$ cat config.mk
export PLATFORM = sky130hd
export DESIGN_NAME = rc_packet_receive_decoder
export DESIGN_NICKNAME = d
export VERILOG_FILES = /design/src/rtl/core/rpd_pkg.sv /design/src/rtl/core/rpd_front.sv /design/src/rtl/core/rpd_queue.sv /design/src/rtl/core/rpd_back.sv /design/src/rtl/core/rc_packet_receive_decoder.sv
export SDC_FILE = /design/constraint.sdc
export NUM_CORES = 1
export LEC_CHECK = 0
export CAP_MARGIN = 20
export CELL_PAD_IN_SITES_DETAIL_PLACEMENT = 1
export CELL_PAD_IN_SITES_GLOBAL_PLACEMENT = 1
export CORE_MARGIN = 3
export CORE_UTILIZATION = 51
export DETAILED_ROUTE_END_ITERATION = 8
export DONT_BUFFER_PORTS = 1
export PLACE_DENSITY_LB_ADDON = 0.12
export RECOVER_POWER = 50
export SLEW_MARGIN = 30
export SYNTH_ARGS = -nofsm -noshare
export SYNTH_HDL_FRONTEND = slang
export SYNTH_SLANG_ARGS = --single-unit
$ cat constraint.sdc
create_clock -name clk -period 7.1 [get_ports clk]
set_input_delay 0.71 -clock clk [delete_from_list [all_inputs] [get_ports clk]]
set_output_delay 0.71 -clock clk [all_outputs]
set_load 0.02 [all_outputs]
$ cat src/rtl/core/rpd_pkg.sv
// Shared types, constants and decode functions for the rc packet receive decoder.
package rpd_pkg;

	localparam int unsigned NUM_BYTES = 10;
	localparam int unsigned Q_DEPTH   = 2;
	localparam int unsigned Q_AW      = $clog2(Q_DEPTH);

	typedef logic [NUM_BYTES-1:0][7:0] pkt_t;
	typedef logic [3:0][7:0] hop_tbl_t;

	// status codes
	localparam logic [1:0] ST_OK   = 2'd0;
	localparam logic [1:0] ST_BIND = 2'd1;
	localparam logic [1:0] ST_WAIT = 2'd2;
	localparam logic [1:0] ST_FAIL = 2'd3;

	// config register indexes
	localparam logic CFG_HOP_PERIOD  = 1'b0;
	localparam logic CFG_TRIM_ENABLE = 1'b1;

	localparam logic [7:0] CHK_BIAS  = 8'h55;
	localparam logic [7:0] BIND_MARK = 8'hAA;

	// element 0 is the rightmost entry
	localparam pkt_t SIG_PKT = {8'hEF, 8'h7D, 8'hF2, 8'h08, 8'h08,
		8'h20, 8'h1B, 8'h82, 8'h96, 8'hF9};
	localparam hop_tbl_t BASE_LO    = {8'h3A, 8'h2A, 8'h1A, 8'h0A};
	localparam hop_tbl_t BASE_MID   = {8'h22, 8'h42, 8'h0A, 8'h2A};
	localparam hop_tbl_t BASE_HI    = {8'h32, 8'h12, 8'h3A, 8'h1A};
	localparam hop_tbl_t FIXED_1E   = {8'h38, 8'h18, 8'h41, 8'h21};
	localparam hop_tbl_t FIXED_1F   = {8'h39, 8'h19, 8'h41, 8'h21};
	localparam hop_tbl_t RESET_HOPS = {8'h20, 8'h40, 8'h30, 8'h4B};

	localparam logic [4:0] ADDR_SKIP   = 5'h06;
	localparam logic [4:0] ADDR_MID    = 5'h10;
	localparam logic [4:0] ADDR_HI     = 5'h18;
	localparam logic [4:0] ADDR_BUMP   = 5'h16;
	localparam logic [4:0] ADDR_FIX_1E = 5'h1E;

	// flag word layout
	localparam int unsigned FL_VIDEO    = 0;
	localparam int unsigned FL_PICTURE  = 1;
	localparam int unsigned FL_FLIP     = 2;
	localparam int unsigned FL_HEADLESS = 3;
	localparam int unsigned FL_EXT      = 4;

	// one classified packet, as queued between front and back
	typedef struct packed {
		logic              chk_ok;
		logic              is_sig;
		logic              is_bind;
		logic [7:0]        throttle;
		logic signed [7:0] elevator;
		logic signed [7:0] rudder;
		logic signed [7:0] aileron;
		logic [4:0]        flags;
		hop_tbl_t          hops;
	} item_t;

	function automatic hop_tbl_t build_hops(input logic [7:0] addr);
		logic [4:0] low;
		hop_tbl_t   t;
		low = addr[4:0];
		t   = RESET_HOPS;
		if (low < ADDR_MID) begin
			if (low == ADDR_SKIP)
				low = ADDR_SKIP + 5'd1;
			for (int i = 0; i < 4; i++)
				t[i] = BASE_LO[i] + {3'b000, low};
		end else if (low < ADDR_HI) begin
			for (int i = 0; i < 4; i++)
				t[i] = BASE_MID[i] + {5'b00000, low[2:0]};
			if (low == ADDR_BUMP) begin
				t[0] = t[0] + 8'd1;
				t[1] = t[1] + 8'd1;
			end
		end else if (low < ADDR_FIX_1E) begin
			for (int i = 0; i < 4; i++)
				t[i] = BASE_HI[i] + {5'b00000, low[2:0]};
		end else if (low == ADDR_FIX_1E) begin
			t = FIXED_1E;
		end else begin
			t = FIXED_1F;
		end
		return t;
	endfunction

	// sign-magnitude stick plus optional 6-bit trim, clamped to +-127
	function automatic logic signed [7:0] stick_calc(input logic [7:0] s,
		input logic [7:0] trim, input logic add_trim);
		logic signed [8:0] v;
		logic signed [8:0] t;
		logic signed [8:0] sum;
		v = s[7] ? -$signed({2'b00, s[6:0]}) : $signed({2'b00, s[6:0]});
		t = trim[5] ? -$signed({4'b0000, trim[4:0]}) : $signed({4'b0000, trim[4:0]});
		sum = add_trim ? v + t : v;
		if (sum > 9'sd127)
			sum = 9'sd127;
		else if (sum < -9'sd127)
			sum = -9'sd127;
		return sum[7:0];
	endfunction

endpackage

$ cat src/rtl/core/rpd_front.sv
// Front end: checks and classifies an incoming packet word into a queue item.
module rpd_front (
	input  rpd_pkg::pkt_t  pkt,
	input  logic           trim_en,
	output rpd_pkg::item_t item
);
	import rpd_pkg::*;

	logic [7:0] xsum;
	logic       headless;
	logic       ext;

	always_comb begin
		xsum = '0;
		for (int i = 0; i < NUM_BYTES - 1; i++)
			xsum = xsum ^ pkt[i];
		xsum = xsum + CHK_BIAS;
	end

	assign headless = pkt[7][7];
	assign ext = !headless && ((pkt[5][5:0] | pkt[6][5:0] | pkt[7][5:0]) != 6'd0);

	always_comb begin
		item.chk_ok   = (xsum == pkt[9]);
		item.is_sig   = (pkt == SIG_PKT);
		item.is_bind  = (pkt[5] == BIND_MARK) && (pkt[6] == BIND_MARK)
			&& (pkt[7] == BIND_MARK);
		item.throttle = pkt[0];
		item.elevator = stick_calc(pkt[1], pkt[5], ext && trim_en);
		item.rudder   = stick_calc(pkt[2], pkt[6], ext && trim_en);
		item.aileron  = stick_calc(pkt[3], pkt[7], ext && trim_en);
		item.flags    = '0;
		item.flags[FL_VIDEO]    = pkt[4][7];
		item.flags[FL_PICTURE]  = pkt[4][6];
		item.flags[FL_FLIP]     = pkt[6][6];
		item.flags[FL_HEADLESS] = headless;
		item.flags[FL_EXT]      = ext;
		// address byte 0 of the transmitter is packet byte 4
		item.hops     = build_hops(pkt[4]);
	end

endmodule

$ cat src/rtl/core/rpd_queue.sv
// Short item queue between front and back ends.
module rpd_queue (
	input  logic           clk,
	input  logic           arst_n,
	input  logic           push,
	input  rpd_pkg::item_t wr_item,
	output logic           full,
	output logic           not_empty,
	input  logic           pop,
	output rpd_pkg::item_t rd_item
);
	import rpd_pkg::*;

	item_t          mem [Q_DEPTH];
	logic [Q_AW-1:0] wr_ptr_q;
	logic [Q_AW-1:0] rd_ptr_q;
	logic [Q_AW:0]   count_q;

	assign full      = (count_q == (Q_AW+1)'(Q_DEPTH));
	assign not_empty = (count_q != '0);
	assign rd_item   = mem[rd_ptr_q];

	always_ff @(posedge clk) begin
		if (push)
			mem[wr_ptr_q] <= wr_item;
	end

	always_ff @(posedge clk or negedge arst_n) begin
		if (!arst_n) begin
			wr_ptr_q <= '0;
			rd_ptr_q <= '0;
			count_q  <= '0;
		end else begin
			if (push)
				wr_ptr_q <= (wr_ptr_q == Q_AW'(Q_DEPTH - 1)) ? '0 : wr_ptr_q + 1'b1;
			if (pop)
				rd_ptr_q <= (rd_ptr_q == Q_AW'(Q_DEPTH - 1)) ? '0 : rd_ptr_q + 1'b1;
			count_q <= count_q + (Q_AW+1)'(push) - (Q_AW+1)'(pop);
		end
	end

	a_no_overflow: assert property (@(posedge clk) disable iff (!arst_n)
		full |-> !push || pop) else $error("queue push while full");
	a_no_underflow: assert property (@(posedge clk) disable iff (!arst_n)
		pop |-> not_empty) else $error("queue pop while empty");
	a_count_bound: assert property (@(posedge clk) disable iff (!arst_n)
		count_q <= (Q_AW+1)'(Q_DEPTH)) else $error("queue count out of range");

endmodule

$ cat src/rtl/core/rpd_back.sv
// Back end: link phase machine, hop sequencing and held control values.
module rpd_back (
	input  logic              clk,
	input  logic              arst_n,
	input  logic              item_valid,
	input  rpd_pkg::item_t    item,
	output logic              item_pop,
	input  logic [7:0]        hop_period,
	output logic              out_valid,
	input  logic              out_ready,
	output logic [1:0]        status,
	output logic [7:0]        throttle,
	output logic signed [7:0] elevator,
	output logic signed [7:0] rudder,
	output logic signed [7:0] aileron,
	output logic              video_on,
	output logic              picture_on,
	output logic              flip_on,
	output logic              headless_on,
	output logic              extended_rates,
	output logic [7:0]        rf_channel,
	output logic              bound
);
	import rpd_pkg::*;

	typedef enum logic [1:0] {
		PH_PREBIND = 2'd0,
		PH_BIND    = 2'd1,
		PH_WAIT    = 2'd2,
		PH_DATA    = 2'd3
	} phase_t;

	phase_t            phase_q;
	hop_tbl_t          hop_tbl_q;
	logic [1:0]        hop_idx_q;
	logic [7:0]        pkt_cnt_q;
	logic [7:0]        throttle_q;
	logic signed [7:0] elevator_q;
	logic signed [7:0] rudder_q;
	logic signed [7:0] aileron_q;
	logic [4:0]        flags_q;
	logic [1:0]        status_q;
	logic              out_valid_q;
	logic [7:0]        cnt_inc;

	// take the next item whenever the output register is free or draining
	assign item_pop = item_valid && (!out_valid_q || out_ready);
	assign cnt_inc  = pkt_cnt_q + 8'd1;

	always_ff @(posedge clk or negedge arst_n) begin
		if (!arst_n) begin
			phase_q     <= PH_PREBIND;
			hop_tbl_q   <= RESET_HOPS;
			hop_idx_q   <= '0;
			pkt_cnt_q   <= '0;
			throttle_q  <= '0;
			elevator_q  <= '0;
			rudder_q    <= '0;
			aileron_q   <= '0;
			flags_q     <= '0;
			status_q    <= ST_WAIT;
			out_valid_q <= 1'b0;
		end else begin
			if (item_pop)
				out_valid_q <= 1'b1;
			else if (out_ready)
				out_valid_q <= 1'b0;
			if (item_pop) begin
				if (phase_q != PH_PREBIND && !item.chk_ok) begin
					status_q <= ST_FAIL;
				end else begin
					case (phase_q)
						PH_PREBIND: begin
							status_q <= ST_WAIT;
							if (item.is_sig) begin
								hop_idx_q <= '0;
								phase_q   <= PH_BIND;
							end
						end
						PH_BIND: begin
							if (item.is_bind) begin
								hop_tbl_q <= item.hops;
								hop_idx_q <= '0;
								phase_q   <= PH_WAIT;
								status_q  <= ST_BIND;
							end else begin
								status_q  <= ST_WAIT;
							end
						end
						PH_WAIT: begin
							status_q <= ST_WAIT;
							// first data packet only opens the data phase
							if (!item.is_bind) begin
								pkt_cnt_q <= 8'd1;
								phase_q   <= PH_DATA;
							end
						end
						PH_DATA: begin
							throttle_q <= item.throttle;
							elevator_q <= item.elevator;
							rudder_q   <= item.rudder;
							aileron_q  <= item.aileron;
							flags_q    <= item.flags;
							status_q   <= ST_OK;
							if (cnt_inc >= hop_period) begin
								pkt_cnt_q <= '0;
								hop_idx_q <= hop_idx_q + 2'd1;
							end else begin
								pkt_cnt_q <= cnt_inc;
							end
						end
						default: begin
							status_q <= ST_WAIT;
							phase_q  <= PH_PREBIND;
						end
					endcase
				end
			end
		end
	end

	assign out_valid      = out_valid_q;
	assign status         = status_q;
	assign throttle       = throttle_q;
	assign elevator       = elevator_q;
	assign rudder         = rudder_q;
	assign aileron        = aileron_q;
	assign video_on       = flags_q[FL_VIDEO];
	assign picture_on     = flags_q[FL_PICTURE];
	assign flip_on        = flags_q[FL_FLIP];
	assign headless_on    = flags_q[FL_HEADLESS];
	assign extended_rates = flags_q[FL_EXT];
	assign rf_channel     = hop_tbl_q[hop_idx_q];
	assign bound          = (phase_q == PH_WAIT) || (phase_q == PH_DATA);

	a_bind_status: assert property (@(posedge clk) disable iff (!arst_n)
		out_valid_q && status_q == ST_BIND |-> phase_q == PH_WAIT)
		else $error("bind status outside wait phase");
	a_ok_status: assert property (@(posedge clk) disable iff (!arst_n)
		out_valid_q && status_q == ST_OK |-> phase_q == PH_DATA)
		else $error("decoded status outside data phase");
	a_wait_idx: assert property (@(posedge clk) disable iff (!arst_n)
		phase_q == PH_WAIT |-> hop_idx_q == 2'd0)
		else $error("hop index moved before data phase");
	a_state_hold: assert property (@(posedge clk) disable iff (!arst_n)
		out_valid_q && !out_ready |=> $stable(status_q) && $stable(hop_idx_q))
		else $error("result changed while stalled");

endmodule

$ cat src/rtl/core/rc_packet_receive_decoder.sv
// Top level of the rc packet receive decoder: config registers and front/queue/back.
//
//   channel | direction | handshake          | word
//   --------+-----------+--------------------+------------------------------------
//   in      | input     | in_valid/in_ready  | packet_byte_0 .. packet_byte_9
//   out     | output    | out_valid/out_ready| status, sticks, flags, rf_channel,
//           |           |                    | bound
//   cfg     | input     | cfg_we             | cfg_addr, cfg_wdata
//
// One word per cycle in and out while neither side stalls. A packet is
// checked and classified in the cycle it is taken, queued (two entries), and
// applied to the link state the cycle it leaves the queue; its result shows
// on the next cycle. The queue absorbs an output stall only until it is full,
// then in_ready drops. Reset (arst_n low) puts the link in prebind with the
// default hop table, hop_period 4 and trims enabled.
module rc_packet_receive_decoder (
	input  logic              clk,
	input  logic              arst_n,
	input  logic              cfg_we,
	input  logic              cfg_addr,
	input  logic [7:0]        cfg_wdata,
	input  logic              in_valid,
	output logic              in_ready,
	input  logic [7:0]        packet_byte_0,
	input  logic [7:0]        packet_byte_1,
	input  logic [7:0]        packet_byte_2,
	input  logic [7:0]        packet_byte_3,
	input  logic [7:0]        packet_byte_4,
	input  logic [7:0]        packet_byte_5,
	input  logic [7:0]        packet_byte_6,
	input  logic [7:0]        packet_byte_7,
	input  logic [7:0]        packet_byte_8,
	input  logic [7:0]        packet_byte_9,
	output logic              out_valid,
	input  logic              out_ready,
	output logic [1:0]        status,
	output logic [7:0]        throttle,
	output logic signed [7:0] elevator,
	output logic signed [7:0] rudder,
	output logic signed [7:0] aileron,
	output logic              video_on,
	output logic              picture_on,
	output logic              flip_on,
	output logic              headless_on,
	output logic              extended_rates,
	output logic [7:0]        rf_channel,
	output logic              bound
);
	import rpd_pkg::*;

	logic [7:0] hop_period_q;
	logic       trim_en_q;
	pkt_t       pkt;
	item_t      front_item;
	item_t      head_item;
	logic       q_full;
	logic       q_not_empty;
	logic       q_pop;
	logic       push;

	// config registers, to be written only while idle; the block does not enforce it
	always_ff @(posedge clk or negedge arst_n) begin
		if (!arst_n) begin
			hop_period_q <= 8'd4;
			trim_en_q    <= 1'b1;
		end else if (cfg_we) begin
			case (cfg_addr)
				CFG_HOP_PERIOD:  hop_period_q <= cfg_wdata;
				CFG_TRIM_ENABLE: trim_en_q    <= cfg_wdata[0];
				default:         hop_period_q <= hop_period_q;
			endcase
		end
	end

	assign pkt = {packet_byte_9, packet_byte_8, packet_byte_7, packet_byte_6,
		packet_byte_5, packet_byte_4, packet_byte_3, packet_byte_2,
		packet_byte_1, packet_byte_0};

	assign in_ready = !q_full;
	assign push     = in_valid && in_ready;

	rpd_front u_front (
		.pkt     (pkt),
		.trim_en (trim_en_q),
		.item    (front_item)
	);

	rpd_queue u_queue (
		.clk       (clk),
		.arst_n    (arst_n),
		.push      (push),
		.wr_item   (front_item),
		.full      (q_full),
		.not_empty (q_not_empty),
		.pop       (q_pop),
		.rd_item   (head_item)
	);

	rpd_back u_back (
		.clk            (clk),
		.arst_n         (arst_n),
		.item_valid     (q_not_empty),
		.item           (head_item),
		.item_pop       (q_pop),
		.hop_period     (hop_period_q),
		.out_valid      (out_valid),
		.out_ready      (out_ready),
		.status         (status),
		.throttle       (throttle),
		.elevator       (elevator),
		.rudder         (rudder),
		.aileron        (aileron),
		.video_on       (video_on),
		.picture_on     (picture_on),
		.flip_on        (flip_on),
		.headless_on    (headless_on),
		.extended_rates (extended_rates),
		.rf_channel     (rf_channel),
		.bound          (bound)
	);

endmodule

# Word-level counts from Yosys, hierarchy flattened
# Memories as Yosys holds them, arrays and structs flattened.
# Index checks and enable logic that the tools add are counted.
# word_totals
ff_bits	97
ram_bits	144
in_bits	94
out_inout_bits	50
word_cells	162
mem_count	1
# op_classes
n_addsub	30
n_lt_le_gt_ge	11
eq_ne	16
mux	44
bitwise	12
n_reduce_logical	29
# mem_list
name	depth	word_bits	rd	rd_clocked_by_memory_dff	wr	line	source
u_queue.mem	2	72	1	0	1	rpd_queue.sv:14	item_t mem [Q_DEPTH];
# ops
operator	count
$mux 32	3
$mux 9	9
$eq 80x80->1 const B	1
$mux 8	9
$xor 8x8->8	8
$add 6x3->7 const A	4
$add 9x9->9	3
$gt 9x8->1 const B	3
$lt 9x8->1 const B	3
$neg 5->9	3
$neg 7->9	3
$mux 25	1
$add 8x1->8 const B	3
$eq 8x8->1 const B	3
$pmux 2 s3	3
$bmux 8 s2	1
$mux 16	1
$mux 2	8
$pmux 8 s2	1
$lt 5x5->1 const B	3
$add 6x5->7 const A	2
$add 5x3->6 const A	2
$or 6x6->6	2
$reduce_and 6->1	2
32 further kinds	61

# Longest topological paths before layout
# depth
depth_word	10
mapped_depth	15
ltp_nobuf	15

# Modules after synthesis
# From an unflattened synthesis, not the netlist that was laid out.
# hier_totals
hier_cells	1178
hier_area_um2	14522.7
# modules_own_cells
module	instances	cells_per_inst	area_each_um2	seq_area_each_um2
rpd_queue	1	239	5744.3	4424.2
rpd_front	1	648	4550.6	0.0
rpd_back	1	268	3829.9	2113.3
rc_packet_receive_decoder	1	23	397.9	227.7

# Worst setup path after synthesis
# No wires, ideal clock.
# synth_timing
path_type	input-to-reg
from	in in_valid
to	mem u_queue.mem[0][10] in the netlist's numbering (enable)
setup_time_ps	478
arrival_time_ps	3316
slack_ps	3306
path_stages	2
cell_sequence	nand2_1 -> nor2_1
# synth_via
elab_chain_len	3
# synth_rtl
item	line	source
from (decl)	rc_packet_receive_decoder.sv:22	input logic in_valid,
$logic_and 1x1->1	rc_packet_receive_decoder.sv:80	assign push = in_valid && in_ready;
$mux 1	rpd_queue.sv:24	if (push)
$mux 1 (not written as such)	rpd_queue.sv:25	mem[wr_ptr_q] <= wr_item;
to (decl)	rpd_queue.sv:14	
# Every way passes these cells.

# Worst setup path after layout
# layout_timing
from	reg u_queue.count_q[1]
to	mem u_queue.mem[1][35] in the netlist's numbering (enable)
# layout_via
elab_chain_len	5
# layout_rtl
item	line	source
from (decl)	rpd_queue.sv:17	logic [Q_AW:0] count_q;
from (signal assigned)	rpd_queue.sv:38	count_q <= count_q + (Q_AW+1)'(push) - (Q_AW+1)'(pop);
$eq 2x2->1	rpd_queue.sv:19	assign full = (count_q == (Q_AW+1)'(Q_DEPTH));
$logic_not 1->1	rc_packet_receive_decoder.sv:79	assign in_ready = !q_full;
via in_ready	rc_packet_receive_decoder.sv:23	output logic in_ready,
$logic_and 1x1->1	rc_packet_receive_decoder.sv:80	
$mux 1	rpd_queue.sv:24	
$mux 1 (not written as such)	rpd_queue.sv:25	
# The timed path passes the listed nets, and every way through them passes these cells.

==> flow_summary_export.csv <==
group,metric,value,unit
power_and_ir_drop,switchingPower,1.66,mW
critical_path,max_stage_delay,2.56,ns
sta,fmax,254,MHz
global_route,grt_pass1_wl,48.9,mm
floorplanning,die-area,0.0255,mm2
place,gp_routability_congestion,0.931,
clock_network,clk_pin_slew,0.06,ns
flow_run,maxCapViolCount,1,
sta,setup_viol,0,
routing,dr.pass1.iters,4,
critical_path,worstPathRequired,7.11,ns
sta,fin_crit,3.94,ns
sta,skew,0.0137,ns
place,numPortBuffers,0,
critical_path,startpoint_type,"flop",
routing,dr.first_iter.drc_count,478,
critical_path,crit_start,"u_queue.count_q[1]$_DFF_PN0_",
floorplanning,rows,55,
critical_path,r2r_start,"u_queue.count_q[1]$_DFF_PN0_",
synth,postSynthCellCount,1137,
power_and_ir_drop,ir_drop,0.000186,V
floorplanning,ios,144,
sta,drv_slew,61,
clock_network,cts_resized,0,
routing,routed_wl,30.6,mm
critical_path,r2r_end,"u_queue.mem[1][35]$_DFFE_PP_",
final_layout,n_antenna_cell,0,
power_and_ir_drop,internal-power,3.03,mW
global_route,grt_remaining_overflow,0,
synth,synth_edf_count,120,
synth,synth.distinct_cells,68,
place,dp_hpwl,22.3,mm
status,violations,"max-capacitance violations, max-slew violations",
critical_path,crit_type,"flop to flop",
floorplanning,core_area,0.0229,mm2
critical_path,rrSetupSlack,3.16,ns
clock_network,clock_latency,0.50,ns
power_and_ir_drop,p_per_area,358,mW/mm2
critical_path,ff2ff_path_depth,3,
final_layout,area_delta_synth_final,8.35,%
routing,drc,0,
sta,fin_crit_sh,55.5,%
synth,syn_nets,1298,
final_layout,instances_no_fill,1447,
clock_network,h-tree-depth,1,
critical_path,endpoint,"u_queue.mem[1][35]$_DFFE_PP_",
final_layout,drive_above_1_share,7.85,%
global_route,grt_use_total,23.9,%
power_and_ir_drop,pwr-share-comb,30.0,%
floorplanning,die_width,160,um
critical_path,worstSetupEndpointType,"flop",
final_layout,fin_area,0.0131,mm2
status,status,"complete, but fails checks",
final_layout,nFillCells,2476,
hold_path,min_path_type,"input port to async pin",
routing,vias_per_cell,5.73,
synth,syn-mean-instance-area,10.6,um2
routing,wl_per_cell,21.1,um
final_layout,multiInputGateArea,0.00579,mm2
synth,synth_flop_cell,"edfxtp_1",
clock_network,root_buffer,"clkbuf_16",
sta,hold_violations,0,
clock_network,cts_buffer_depth,3,
floorplanning,die_y,160,um
critical_path,worst-endpoint-arrival,3.95,ns
sta,tightest_slew,3.67,ns
sta,rsz0062_at_grt,"false",
global_route,antenna_found_initial,0,
global_route,grt_max_degree,78,
floorplanning,initial_core_util,52.6,%
sta,max_slew_margin,-145,%
final_layout,nets,1279,
routing,num_vias,8291,
synth,yosysWarnings,0,
power_and_ir_drop,clkPwrFrac,25.2,%
routing,antenna_left,0,
critical_path,cpMaxStageDelayCell,"clkbuf_1",
clock_network,numCtsBuffers,22,
final_layout,seq_area,0.00582,mm2
sta,setup_tns,0,ns
power_and_ir_drop,p_sw_share,35.4,%
synth,ys_seq_elements,208,
critical_path,path_cells,"nand2_1 -> and3_2 -> clkbuf_1",
synth,yosysSeqAreaShare,48.2,%
place,placed_area,0.0123,mm2
clock_network,cts_tree,"done",
clock_network,clock_sinks,208,
synth,postSynth.asyncResetShare,42.3,%
synth,netlist_area,0.0121,mm2
place,place_inst,1406,
power_and_ir_drop,p_leak,5.27,nW
clock_network,post_cts_buffers,0,
critical_path,path_max_fanout,60,
power_and_ir_drop,power_frac_seq,44.8,%
global_route,grt_pass1_vias,8888,
clock_network,ctsHoldBuffers,1,
[cell usage after synthesis (all sizes together), types with 3 or more instances]
| master | n | area share [%] |
|---|---|---|
| mux2i | 67 | 5.7 |
| mux4 | 3 | 0.56 |
| a31oi | 5 | 0.26 |
| clkbuf | 35 | 1.1 |
| nand2 | 114 | 3.6 |
| nand4 | 10 | 0.52 |
| fa | 4 | 0.66 |
| nor4 | 10 | 0.52 |
| or4 | 3 | 0.19 |
| o211ai | 4 | 0.25 |
| nor3 | 16 | 0.66 |
| nand4b | 4 | 0.29 |
| mux2 | 8 | 0.75 |
| nor4b | 3 | 0.22 |
| a41oi | 3 | 0.28 |
| o21a | 14 | 0.87 |
| xor2 | 31 | 2.4 |
| dfstp | 11 | 2.4 |
| a21oi | 63 | 2.6 |
| o32ai | 3 | 0.22 |
| ha | 63 | 6.5 |
| maj3 | 5 | 0.47 |
| a22o | 6 | 0.44 |
| a21o | 13 | 0.81 |
| buf | 15 | 0.74 |
| a21boi | 7 | 0.44 |
| nor3b | 5 | 0.31 |
| o31ai | 10 | 0.62 |
| or3 | 4 | 0.21 |
| o21ai | 91 | 3.9 |
| edfxtp | 120 | 30 |
| nor2 | 82 | 2.6 |
| and3 | 6 | 0.31 |
| a211oi | 7 | 0.44 |
| nand3b | 3 | 0.19 |
| nand3 | 8 | 0.33 |
| dfrtp | 77 | 16 |
| inv | 62 | 1.9 |
| or2 | 5 | 0.26 |
| xnor2 | 93 | 6.8 |
| nor2b | 7 | 0.36 |
| nand2b | 15 | 0.78 |
[stage by stage]
stage	setup WS, ns	util, %	power (mW)	hold WS, ns
after floorplan	3.31	-	3.15	0.414
after global placement	3.18	53.6	3.44	0.418
after detailed placement	2.97	53.6	3.51	0.418
after CTS	3.45	57.1	4.73	0.0245
after global routing	2.82	57.0	4.98	0.0245
final	3.16	57.0	4.68	0.0465
[placed cells by master, fill, tap and decap left out, drive strengths merged, types with 4 or more instances in the layout]
cell | synthesis | routed
nand3 | 8 | 8
nand2 | 114 | 114
maj3 | 5 | 5
dfrtp | 77 | 77
a21o | 13 | 13
o21a | 14 | 14
edfxtp | 120 | 120
nand4b | 4 | 4
nor2b | 7 | 7
mux2i | 67 | 67
nand4 | 10 | 10
a21oi | 63 | 63
inv | 62 | 62
and3 | 6 | 6
nand2b | 15 | 15
nor4 | 10 | 10
a22o | 6 | 6
ha | 63 | 63
clkinv | 0 | 5
a31oi | 5 | 5
buf | 15 | 6
clkbuf | 35 | 33
fa | 4 | 4
o21ai | 91 | 91
a211oi | 7 | 7
o31ai | 10 | 10
xor2 | 31 | 31
nor3 | 16 | 16
nor3b | 5 | 5
xnor2 | 93 | 93
o211ai | 4 | 4
or3 | 4 | 4
or2 | 5 | 5
dfstp | 11 | 11
mux2 | 8 | 8
nor2 | 82 | 82
a21boi | 7 | 7
[registers in the layout, indices dropped and copies added, names as in the netlist, 8 cells and up]
name              flops
hop_period_q          8
u_back.aileron        8
u_back.elevator       8
u_back.hop_tbl_q     23
u_back.pkt_cnt_q      8
u_back.rudder         8
u_back.throttle       8
u_queue.mem         120
[per-layer routing]
layer | vias to the layer above | global-route usage (%) | share of wire, %
met2 | 208 | 40.8 | 48
met1 | 4060 | 31.4 | 43
met5 | - | 0 | 0
met4 | 0 | 6.04 | 2.2
li1 | 3985 | - | -
met3 | 38 | 4.98 | 6.7
[layout make-up]
cell class                      instances  area share, %
Clock inverter                          8          0.756
Multi-Input combinational cell        817           44.3
Timing Repair Buffer                    7          0.527
Sequential cell                       208           44.6
Clock buffer                           32           5.06
Tap cell                              313           3.00
Inverter                               62           1.78
[worst min-delay path by stage]
stage | endpoint | slack, ns | depth (start not counted) | startpoint
floorplan | hop_period_q[0]$_DFFE_PN0P_ | 0.41 | 0 | arst_n
global placement | hop_period_q[1]$_DFFE_PN0P_ | 0.42 | 0 | arst_n
detailed placement | hop_period_q[1]$_DFFE_PN0P_ | 0.42 | 0 | arst_n
CTS | hop_period_q[2]$_DFFE_PN1P_ | 0.02 | 0 | arst_n
global route | hop_period_q[2]$_DFFE_PN1P_ | 0.02 | 0 | arst_n
finish | hop_period_q[2]$_DFFE_PN1P_ | 0.05 | 0 | arst_n
[power groups by stage]
stage / logic [mW] / registers, mW / clock network, mW
6_report: 1.40 / 2.10 / 1.18
5_1_grt: 1.57 / 2.14 / 1.26
4_1_cts: 1.42 / 2.10 / 1.21
2_1_floorplan: 1.16 / 1.99 / 0
3_3_place_gp: 1.34 / 2.10 / 0
3_5_place_dp: 1.39 / 2.12 / 0
[kinds of logic (layout without fill, tap and decap cells)]
family | after synthesis | in the layout | share of synthesized area (%)
AO/OA/AOI/OAI | 242 | 242 | 12.4
XOR/XNOR | 124 | 124 | 9.25
adder cells (fa/ha/maj) | 72 | 72 | 7.67
buffers and inverters | 112 | 109 | 3.76
flip-flops | 208 | 208 | 48.2
multiplexers | 78 | 78 | 7.00
other | 1 | 1 | 0.0311
AND/OR/NAND/NOR | 300 | 300 | 11.7
[critical path: cells and delay by family (launching register included)]
| kind | cells | cell delay (ns) |
|---|---|---|
| buffers and inverters | 1 | 2.56 |
| and+or+nand+nor | 2 | 0.44 |
| DFF | 1 | 0.41 |
(Power assumes the default switching activity.)
